File: src/hw/rtl/multi_stack_shared_store_assert.svh
// assertion macros shared by the multi-stack store rtl
// included by the controller and datapath files; no other dependencies
`ifndef MULTI_STACK_SHARED_STORE_ASSERT_SVH
`define MULTI_STACK_SHARED_STORE_ASSERT_SVH

`ifndef SYNTHESIS

// property checked at every clock edge outside reset
`define MSS_ASSERT(lbl, clk, rst_n, prop) \
    lbl: assert property (@(posedge clk) disable iff (!rst_n) (prop)) \
        else $error("mss assertion failed");

// implication whose consequent is checked in the cycle after the antecedent
`define MSS_ASSERT_NEXT(lbl, clk, rst_n, ante, cons) \
    lbl: assert property (@(posedge clk) disable iff (!rst_n) (ante) |=> (cons)) \
        else $error("mss assertion failed");

`else

`define MSS_ASSERT(lbl, clk, rst_n, prop)
`define MSS_ASSERT_NEXT(lbl, clk, rst_n, ante, cons)

`endif

`endif

File: src/hw/rtl/mss_pkg.sv
// shared types and constants for the multi-stack shared store
// no dependencies
`default_nettype none

package mss_pkg;

    localparam int ENTRIES_DEF = 64;
    localparam int STACKS_DEF  = 4;
    localparam int DATA_W      = 32;
    localparam int SEL_W       = 2;
    localparam int STATUS_W    = 2;

    localparam logic [STATUS_W-1:0] STATUS_DONE  = 2'd0;
    localparam logic [STATUS_W-1:0] STATUS_FULL  = 2'd1;
    localparam logic [STATUS_W-1:0] STATUS_EMPTY = 2'd2;

    localparam logic OP_PUSH = 1'b0;
    localparam logic OP_POP  = 1'b1;

    typedef enum logic {
        ST_IDLE,
        ST_EXEC
    } t_state;

    // controller to datapath
    typedef struct packed {
        logic accept;
        logic exec;
    } t_ctrl_cmd;

    // datapath to controller
    typedef struct packed {
        logic out_valid;
    } t_dp_status;

endpackage

`default_nettype wire

File: src/hw/rtl/mss_ram.sv
// generic single write port, single read port ram with registered read
// no dependencies
`default_nettype none

module mss_ram #(
    parameter int WIDTH = 32,
    parameter int DEPTH = 64
) (
    input  wire logic                             i_clk,
    input  wire logic                             i_we,
    input  wire logic [(DEPTH > 1 ? $clog2(DEPTH) : 1)-1:0] i_waddr,
    input  wire logic [WIDTH-1:0]                 i_wdata,
    input  wire logic                             i_re,
    input  wire logic [(DEPTH > 1 ? $clog2(DEPTH) : 1)-1:0] i_raddr,
    output logic      [WIDTH-1:0]                 o_rdata
);

    logic [WIDTH-1:0] r_mem [DEPTH];
    logic [WIDTH-1:0] r_rdata;

    always_ff @(posedge i_clk) begin
        if (i_we) begin
            r_mem[i_waddr] <= i_wdata;
        end
        if (i_re) begin
            r_rdata <= r_mem[i_raddr];
        end
    end

    assign o_rdata = r_rdata;

endmodule

`default_nettype wire

File: src/hw/rtl/mss_ctrl.sv
// controller state machine: input handshake and sequencing of one operation
// depends on mss_pkg and multi_stack_shared_store_assert.svh
`default_nettype none

`include "multi_stack_shared_store_assert.svh"

module mss_ctrl
    import mss_pkg::*;
(
    input  wire logic       i_clk,
    input  wire logic       i_rst_n,
    input  wire logic       i_in_valid,
    output logic            o_in_stall,
    input  wire logic       i_out_stall,
    input  wire t_dp_status i_status,
    output t_ctrl_cmd       o_cmd
);

    t_state r_state;
    t_state n_state;
    logic   can_finish;

    // result register is free, or its transaction completes this cycle
    assign can_finish = !i_status.out_valid || !i_out_stall;

    always_ff @(posedge i_clk) begin
        if (!i_rst_n) begin
            r_state <= ST_IDLE;
        end else begin
            r_state <= n_state;
        end
    end

    always_comb begin
        n_state = r_state;
        unique case (r_state)
            ST_IDLE: begin
                if (i_in_valid) begin
                    n_state = ST_EXEC;
                end
            end
            ST_EXEC: begin
                if (can_finish) begin
                    n_state = ST_IDLE;
                end
            end
            default: n_state = ST_IDLE;
        endcase
    end

    always_comb begin
        o_in_stall   = 1'b1;
        o_cmd.accept = 1'b0;
        o_cmd.exec   = 1'b0;
        unique case (r_state)
            ST_IDLE: begin
                o_in_stall   = 1'b0;
                o_cmd.accept = i_in_valid;
            end
            ST_EXEC: begin
                o_cmd.exec = can_finish;
            end
            default: begin
                o_in_stall = 1'b1;
            end
        endcase
    end

    `MSS_ASSERT_NEXT(a_accept_to_exec, i_clk, i_rst_n, o_cmd.accept, r_state == ST_EXEC)
    `MSS_ASSERT(a_exec_not_with_accept, i_clk, i_rst_n, !(o_cmd.exec && o_cmd.accept))

endmodule

`default_nettype wire

File: src/hw/rtl/mss_dp.sv
// datapath: stack tops, free list head, data and link rams, result register
// depends on mss_pkg, mss_ram and multi_stack_shared_store_assert.svh
`default_nettype none

`include "multi_stack_shared_store_assert.svh"

module mss_dp
    import mss_pkg::*;
#(
    parameter int ENTRIES = ENTRIES_DEF,
    parameter int STACKS  = STACKS_DEF
) (
    input  wire logic                      i_clk,
    input  wire logic                      i_rst_n,
    input  wire t_ctrl_cmd                 i_cmd,
    output t_dp_status                     o_status,
    input  wire logic                      i_opcode,
    input  wire logic [SEL_W-1:0]          i_stack_sel,
    input  wire logic signed [DATA_W-1:0]  i_push_value,
    input  wire logic                      i_out_stall,
    output logic                           o_out_valid,
    output logic [STATUS_W-1:0]            o_status_code,
    output logic signed [DATA_W-1:0]       o_pop_value
);

    localparam int PW   = $clog2(ENTRIES + 1);
    localparam int AW   = (ENTRIES > 1) ? $clog2(ENTRIES) : 1;
    localparam int SELW = (STACKS > 1) ? $clog2(STACKS) : 1;
    localparam logic [PW-1:0] NIL = PW'(ENTRIES);

    // stack tops and free chain head
    logic [PW-1:0]   r_tops [STACKS];
    logic [PW-1:0]   r_free_head;
    // entries at and above this index were never allocated; their link is index + 1
    logic [PW-1:0]   r_fresh;

    // operation in flight
    logic            r_op;
    logic [SELW-1:0] r_sel_idx;
    logic [DATA_W-1:0] r_val;
    logic            r_ok;
    logic [PW-1:0]   r_slot;

    logic            r_out_valid;
    logic [STATUS_W-1:0] r_out_status;
    logic [DATA_W-1:0]   r_out_value;

    logic            sel_in_range;
    logic [SELW-1:0] sel_idx;
    logic [PW-1:0]   top_now;
    logic [PW-1:0]   slot_now;
    logic            ok_now;

    logic [PW-1:0]   link_rd;
    logic [DATA_W-1:0] data_rd;
    logic            link_we;
    logic [PW-1:0]   link_wdata;
    logic            data_we;
    logic [PW-1:0]   next_free;

    assign sel_in_range = 32'(i_stack_sel) < 32'(STACKS);
    assign sel_idx      = SELW'(i_stack_sel);
    assign top_now      = sel_in_range ? r_tops[sel_idx] : NIL;
    assign slot_now     = (i_opcode == OP_PUSH) ? r_free_head : top_now;
    assign ok_now       = sel_in_range && (slot_now != NIL);

    // capture the operation and its outcome at accept
    always_ff @(posedge i_clk) begin
        if (i_cmd.accept) begin
            r_op      <= i_opcode;
            r_sel_idx <= sel_idx;
            r_val     <= i_push_value;
            r_ok      <= ok_now;
            r_slot    <= slot_now;
        end
    end

    mss_ram #(
        .WIDTH(PW),
        .DEPTH(ENTRIES)
    ) u_link_ram (
        .i_clk  (i_clk),
        .i_we   (link_we),
        .i_waddr(r_slot[AW-1:0]),
        .i_wdata(link_wdata),
        .i_re   (i_cmd.accept),
        .i_raddr(slot_now[AW-1:0]),
        .o_rdata(link_rd)
    );

    mss_ram #(
        .WIDTH(DATA_W),
        .DEPTH(ENTRIES)
    ) u_data_ram (
        .i_clk  (i_clk),
        .i_we   (data_we),
        .i_waddr(r_slot[AW-1:0]),
        .i_wdata(r_val),
        .i_re   (i_cmd.accept),
        .i_raddr(slot_now[AW-1:0]),
        .o_rdata(data_rd)
    );

    assign link_we    = i_cmd.exec && r_ok;
    assign data_we    = i_cmd.exec && r_ok && (r_op == OP_PUSH);
    assign link_wdata = (r_op == OP_PUSH) ? r_tops[r_sel_idx] : r_free_head;
    assign next_free  = (r_slot == r_fresh) ? r_slot + PW'(1) : link_rd;

    always_ff @(posedge i_clk) begin
        if (!i_rst_n) begin
            for (int i = 0; i < STACKS; i++) begin
                r_tops[i] <= NIL;
            end
            r_free_head <= '0;
            r_fresh     <= '0;
        end else if (i_cmd.exec && r_ok) begin
            if (r_op == OP_PUSH) begin
                r_tops[r_sel_idx] <= r_slot;
                r_free_head       <= next_free;
                if (r_slot == r_fresh) begin
                    r_fresh <= r_fresh + PW'(1);
                end
            end else begin
                r_tops[r_sel_idx] <= link_rd;
                r_free_head       <= r_slot;
            end
        end
    end

    // result register
    always_ff @(posedge i_clk) begin
        if (!i_rst_n) begin
            r_out_valid <= 1'b0;
        end else if (i_cmd.exec) begin
            r_out_valid <= 1'b1;
        end else if (!i_out_stall) begin
            r_out_valid <= 1'b0;
        end
    end

    always_ff @(posedge i_clk) begin
        if (i_cmd.exec) begin
            priority if (r_op == OP_PUSH) begin
                r_out_status <= r_ok ? STATUS_DONE : STATUS_FULL;
                r_out_value  <= '0;
            end else if (r_ok) begin
                r_out_status <= STATUS_DONE;
                r_out_value  <= data_rd;
            end else begin
                r_out_status <= STATUS_EMPTY;
                r_out_value  <= '1;
            end
        end
    end

    assign o_status.out_valid = r_out_valid;
    assign o_out_valid        = r_out_valid;
    assign o_status_code      = r_out_status;
    assign o_pop_value        = r_out_value;

    `MSS_ASSERT(a_free_head_bound, i_clk, i_rst_n, r_free_head <= NIL)
    `MSS_ASSERT(a_fresh_bound, i_clk, i_rst_n, r_fresh <= NIL)
    `MSS_ASSERT_NEXT(a_exec_gives_result, i_clk, i_rst_n, i_cmd.exec, r_out_valid)

endmodule

`default_nettype wire

File: src/hw/rtl/multi_stack_shared_store.sv
// operation: the idle state takes a transaction and reads the top or free head entry from the link
// and data rams; the exec state, once the output register is empty or its result is taken, writes
// them back and loads the result; a new transaction is taken only after the exec state of the last one
// ends, and the next transaction is taken while a result still waits on a stalled output
// reset (synchronous, active low): all stacks empty, free chain from entry zero
// depends on mss_pkg, mss_ctrl, mss_dp and mss_ram
`default_nettype none

module multi_stack_shared_store
    import mss_pkg::*;
#(
    parameter int ENTRIES = ENTRIES_DEF,
    parameter int STACKS  = STACKS_DEF
) (
    input  wire logic                      i_clk,
    input  wire logic                      i_rst_n,
    input  wire logic                      i_in_valid,
    output logic                           o_in_stall,
    input  wire logic                      i_opcode,
    input  wire logic [SEL_W-1:0]          i_stack_sel,
    input  wire logic signed [DATA_W-1:0]  i_push_value,
    output logic                           o_out_valid,
    input  wire logic                      i_out_stall,
    output logic [STATUS_W-1:0]            o_status,
    output logic signed [DATA_W-1:0]       o_pop_value
);

    t_ctrl_cmd  cmd;
    t_dp_status dp_status;

    mss_ctrl u_ctrl (
        .i_clk      (i_clk),
        .i_rst_n    (i_rst_n),
        .i_in_valid (i_in_valid),
        .o_in_stall (o_in_stall),
        .i_out_stall(i_out_stall),
        .i_status   (dp_status),
        .o_cmd      (cmd)
    );

    mss_dp #(
        .ENTRIES(ENTRIES),
        .STACKS (STACKS)
    ) u_dp (
        .i_clk        (i_clk),
        .i_rst_n      (i_rst_n),
        .i_cmd        (cmd),
        .o_status     (dp_status),
        .i_opcode     (i_opcode),
        .i_stack_sel  (i_stack_sel),
        .i_push_value (i_push_value),
        .i_out_stall  (i_out_stall),
        .o_out_valid  (o_out_valid),
        .o_status_code(o_status),
        .o_pop_value  (o_pop_value)
    );

endmodule

`default_nettype wire
File: config.mk
export PLATFORM = sky130hd
export DESIGN_NAME = multi_stack_shared_store
export DESIGN_NICKNAME = d
export VERILOG_FILES = /design/src/hw/rtl/mss_pkg.sv /design/src/hw/rtl/mss_ram.sv /design/src/hw/rtl/mss_ctrl.sv /design/src/hw/rtl/mss_dp.sv /design/src/hw/rtl/multi_stack_shared_store.sv
export VERILOG_INCLUDE_DIRS = /design/src /design/src/hw/rtl
export SDC_FILE = /design/constraint.sdc
export NUM_CORES = 2
export LEC_CHECK = 0
export BUFFER_PORTS_ARGS = -buffer_cell sky130_fd_sc_hd__buf_2
export CORE_MARGIN = 5
export CORE_UTILIZATION = 56
export CTS_CLUSTER_DIAMETER = 200
export DETAILED_ROUTE_END_ITERATION = 8
export PLACE_DENSITY = 0.69
export SLEW_MARGIN = 20
export SYNTH_ARGS = -nofsm -noshare
export SYNTH_HDL_FRONTEND = slang
export SYNTH_SLANG_ARGS = --single-unit
File: constraint.sdc
create_clock -name i_clk -period 14.2 [get_ports i_clk]
set_input_delay 2.13 -clock i_clk [delete_from_list [all_inputs] [get_ports i_clk]]
set_output_delay 2.13 -clock i_clk [all_outputs]
set_load 0.005 [all_outputs]
==> impl_metrics.py <==
metrics = {
    "run_status": {
        "status": "finished clean",
    },
    "floorplanning": {
        "die_h_um": 439,
        "floorplan.rows": 157,
        "dieWidth_um": 439,
        "num_io_pins": 75,
        "design.die.area_um2": 193000,
        "coreArea_um2": 183000,
        "start_util": 0.563,
    },
    "final_layout": {
        "fin_nets": 6202,
        "fin_area_um2": 115000,
        "num-fill-cells": 12700,
        "final_common_cell": "edfxtp_1",
        "layout.cells.most_common_list": "2640 x edfxtp_1, 796 x nand2_1, 446 x mux2i_1",
        "drive_gt1_frac": 0.152,
        "area_growth_pct": 11.7,
    },
    "global_routing": {
        "antenna_found_initial": 5,
        "grt_first_pass_wirelength_mm": 394,
        "overflow": 0,
        "grt_pass1_vias": 56100,
        "grt_max_degree": 154,
        "grt.total_usage": 0.283,
    },
    "detailed_routing": {
        "wl_per_cell_um": 31.3,
        "wirelength_mm": 275,
        "top_layer": "met4",
        "firstDrtPassIters": 6,
        "drc": 0,
        "dr_wl_met2_mm": 127,
        "wl_met1_mm": 105,
        "wl_met3_mm": 28.0,
        "num_vias": 57700,
        "ant_nets": 0,
        "dr.first_iter.drc_count": 8164,
        "viasPerCell": 6.55,
    },
    "yosys": {
        "synth_warnings": 0,
        "yosys.area.top_type_share": 0.770,
        "avgSynthCellArea_um2": 17.2,
        "synth_xor_area_frac": 0.000935,
        "yosys.area.top_type": "edfxtp_1",
        "synthArstFlopShare": 0,
        "synth_edf_count": 2640,
        "synth-simple-area-share": 0.0560,
        "ys_seq_elements": 2658,
        "ys.flop_type": "edfxtp_1",
        "syn_area_um2": 103000,
        "syn_nets": 6027,
        "ys_top_cells_by_area": "edfxtp_1 77%, mux4_2 4.9%, mux2i_1 4.3%, nand2_1 2.9%, a21oi_1 1.5%",
        "synth_top_family_by_area": "multiplexers",
        "syn_inst": 5986,
        "synth_cell_type_count": 66,
        "muxShareOfSynthArea": 0.0939,
        "ys_seq_area_frac": 0.773,
        "synthAdderAreaFrac": 0.000243,
        "synth-compound-area-share": 0.0566,
    },
    "critical_path": {
        "rr_startpoint": "u_dp.r_tops[1][1]$_SDFFCE_PN0P_",
        "worst-r2r-cell-count": 12,
        "required_ps": 14840,
        "regToRegSetupSlack_ps": 8810,
        "r2r-end": "u_dp.u_data_ram.o_rdata[12]$_DFFE_PP_",
        "start_kind": "input port",
        "worst-setup-path-type": "input port to register",
        "endpoint_kind": "register",
        "worstPathArrival_ps": 7460,
        "path_max_fanout": 100,
    },
    "power_and_ir_drop": {
        "seq_power_share": 0.522,
        "p_sw_mw": 3.79,
        "combPwrFrac": 0.078,
        "ir_drop_mv": 0.124,
        "p_clk_frac": 0.400,
        "power.density_nw_per_um2": 146,
        "p_int_mw": 13.0,
        "leakage_nw": 36.6,
        "p_sw_frac": 0.225,
    },
    "cts": {
        "cts_tree": "yes",
        "cts_setup_buffers": 0,
        "cts_max_level": 5,
        "ctsResizeCount": 0,
        "clk_latency_ps": 900,
        "cts.clk_slew.worst_paths_ps": 60,
        "clockRootBuffer": "clkbuf_16",
        "cts_made_buffers": 277,
        "cts_sinks": 2658,
        "ctsHoldBuffers": 0,
        "clockBufferDepth": 4,
    },
    "placed_design": {
        "routabilityCongestion": 0.877,
        "portBuffers": 74,
        "dp_hpwl_mm": 147,
        "placed_area_um2": 107000,
    },
    "hold_path": {
        "min_path_cells": 2,
        "min-delay-start": "u_dp.r_free_head[6]$_SDFFE_PN0P_",
        "hp-class": "register to register",
        "min_to": "u_dp.r_free_head[6]$_SDFFE_PN0P_",
    },
    "timing": {
        "tightest_slew_ps": 1170,
        "setup_tns_ps": 0,
        "setup_viol": 0,
        "layout_min_cycle_time_ps": 6810,
        "slew_violations": 0,
        "finClkSkew_ps": 42.8,
        "fmax_mhz": 147,
        "max-slew-margin-rel": 0.221,
        "rsz0062_at_grt": "false",
        "hold_viol": 0,
        "fin_crit_sh": 0.480,
    },
    "run": {
        "cap_violations": 0,
    },
}
## cells in the mapped netlist, types with 50 or more instances
cell type and instances:
a21oi_1 300, a22oi_1 56, a31oi_1 89, buf_2 137, clkbuf_1 156, edfxtp_1 2640, mux2i_1 446, mux4_2 225
nand2_1 798, nand3_1 158, nor2_1 185, nor3_1 50, o221ai_1 58, o22ai_1 147
## cell families after synthesis
| group | count (synthesis) |
|---|---|
| adders and majority gates | 2 |
| DFF | 2658 |
| and+or+nand+nor | 1348 |
| AOI/OAI and AO/OA | 874 |
| xor gates and xnor gates | 11 |
| muxes | 683 |
| buffers and inverters | 410 |
## how the worst max path moves through the flow
stage / from / endpoint / slack (ps) / cells past startpoint
global route: i_opcode / u_dp.u_data_ram.o_rdata[31]$_DFFE_PP_ / 7130 / 13
floorplan: i_out_stall / u_dp.u_data_ram.r_mem[62][0]$_DFFE_PP_ / 5610 / 4
global placement: i_stack_sel[0] / u_dp.u_data_ram.o_rdata[27]$_DFFE_PP_ / 6530 / 12
CTS: i_opcode / u_dp.u_data_ram.o_rdata[14]$_DFFE_PP_ / 7440 / 13
detailed placement: i_opcode / u_dp.u_data_ram.o_rdata[4]$_DFFE_PP_ / 6490 / 13
finish: i_opcode / u_dp.u_data_ram.o_rdata[12]$_DFFE_PP_ / 7390 / 13
## layer usage
layer,vias up,track usage
met5,-,0
met4,0,0.137
met3,646,0.0497
met2,3509,0.436
met1,29600,0.398
li1,24000,-
## worst max-delay path, cell delays in order
cell and delay (ps):
buf_2 360, nand2b_1 330, o221a_4 450, inv_8 420, buf_4 710, nor2_4 20, buf_4 250, nand2_2 420
buf_4 500, o22ai_1 160, nor4_1 780, o32ai_1 210, a311o_1 350
## final cells by class
type                            instances  area, um2  area share
Timing Repair Buffer                  264       1860      0.0161
Tap cell                             2464       3080      0.0268
Clock inverter                        111        873     0.00759
Inverter                               42        194     0.00169
Multi-Input combinational cell       2918      22100       0.192
Antenna cell                            2       5.00   0.0000435
Sequential cell                      2658      79600       0.692
Clock buffer                          346       7340      0.0638
## registers in the layout, summed over array words and instances, names as in the netlist, named ones only
signal and cells:
u_dp.o_out_valid 1, u_dp.r_tops 28, u_ctrl.r_state 1, u_dp.u_data_ram.o_rdata 32
u_dp.r_sel_idx 2, u_dp.r_free_head 7, u_dp.o_status_code 2, u_dp.r_slot 7
u_dp.u_link_ram.r_mem 448, u_dp.o_pop_value 32, u_dp.u_link_ram.o_rdata 7, u_dp.r_ok 1
u_dp.u_data_ram.r_mem 2048, u_dp.r_val 32, u_dp.r_op 1, u_dp.r_fresh 7
## per-stage QoR
| stage | util | cells | hold WS [ps] | worst slack [ps] | power (mW) |
|---|---|---|---|---|---|
| after floorplan | - | 5986 | 445 | 5610 | 9.74 |
| final | 0.629 | 8805 | 493 | 7390 | 16.8 |
| after CTS | 0.628 | 8803 | 492 | 7440 | 16.9 |
| after detailed placement | 0.584 | 8346 | 483 | 6490 | 10.2 |
| after global placement | 0.584 | 8345 | 475 | 6530 | 10.2 |
| after global routing | 0.628 | 8803 | 510 | 7130 | 17.3 |
## power groups by stage
| stage | clock (mW) | sequential [mW] | combinational, mW |
|---|---|---|---|
| 4_1_cts | 6.80 | 8.78 | 1.30 |
| 3_3_place_gp | 0 | 8.95 | 1.27 |
| 6_report | 6.74 | 8.78 | 1.31 |
| 3_5_place_dp | 0 | 8.95 | 1.29 |
| 2_1_floorplan | 0 | 8.97 | 0.773 |
| 5_1_grt | 7.13 | 8.78 | 1.38 |
Power figures use the tool's default switching activity.
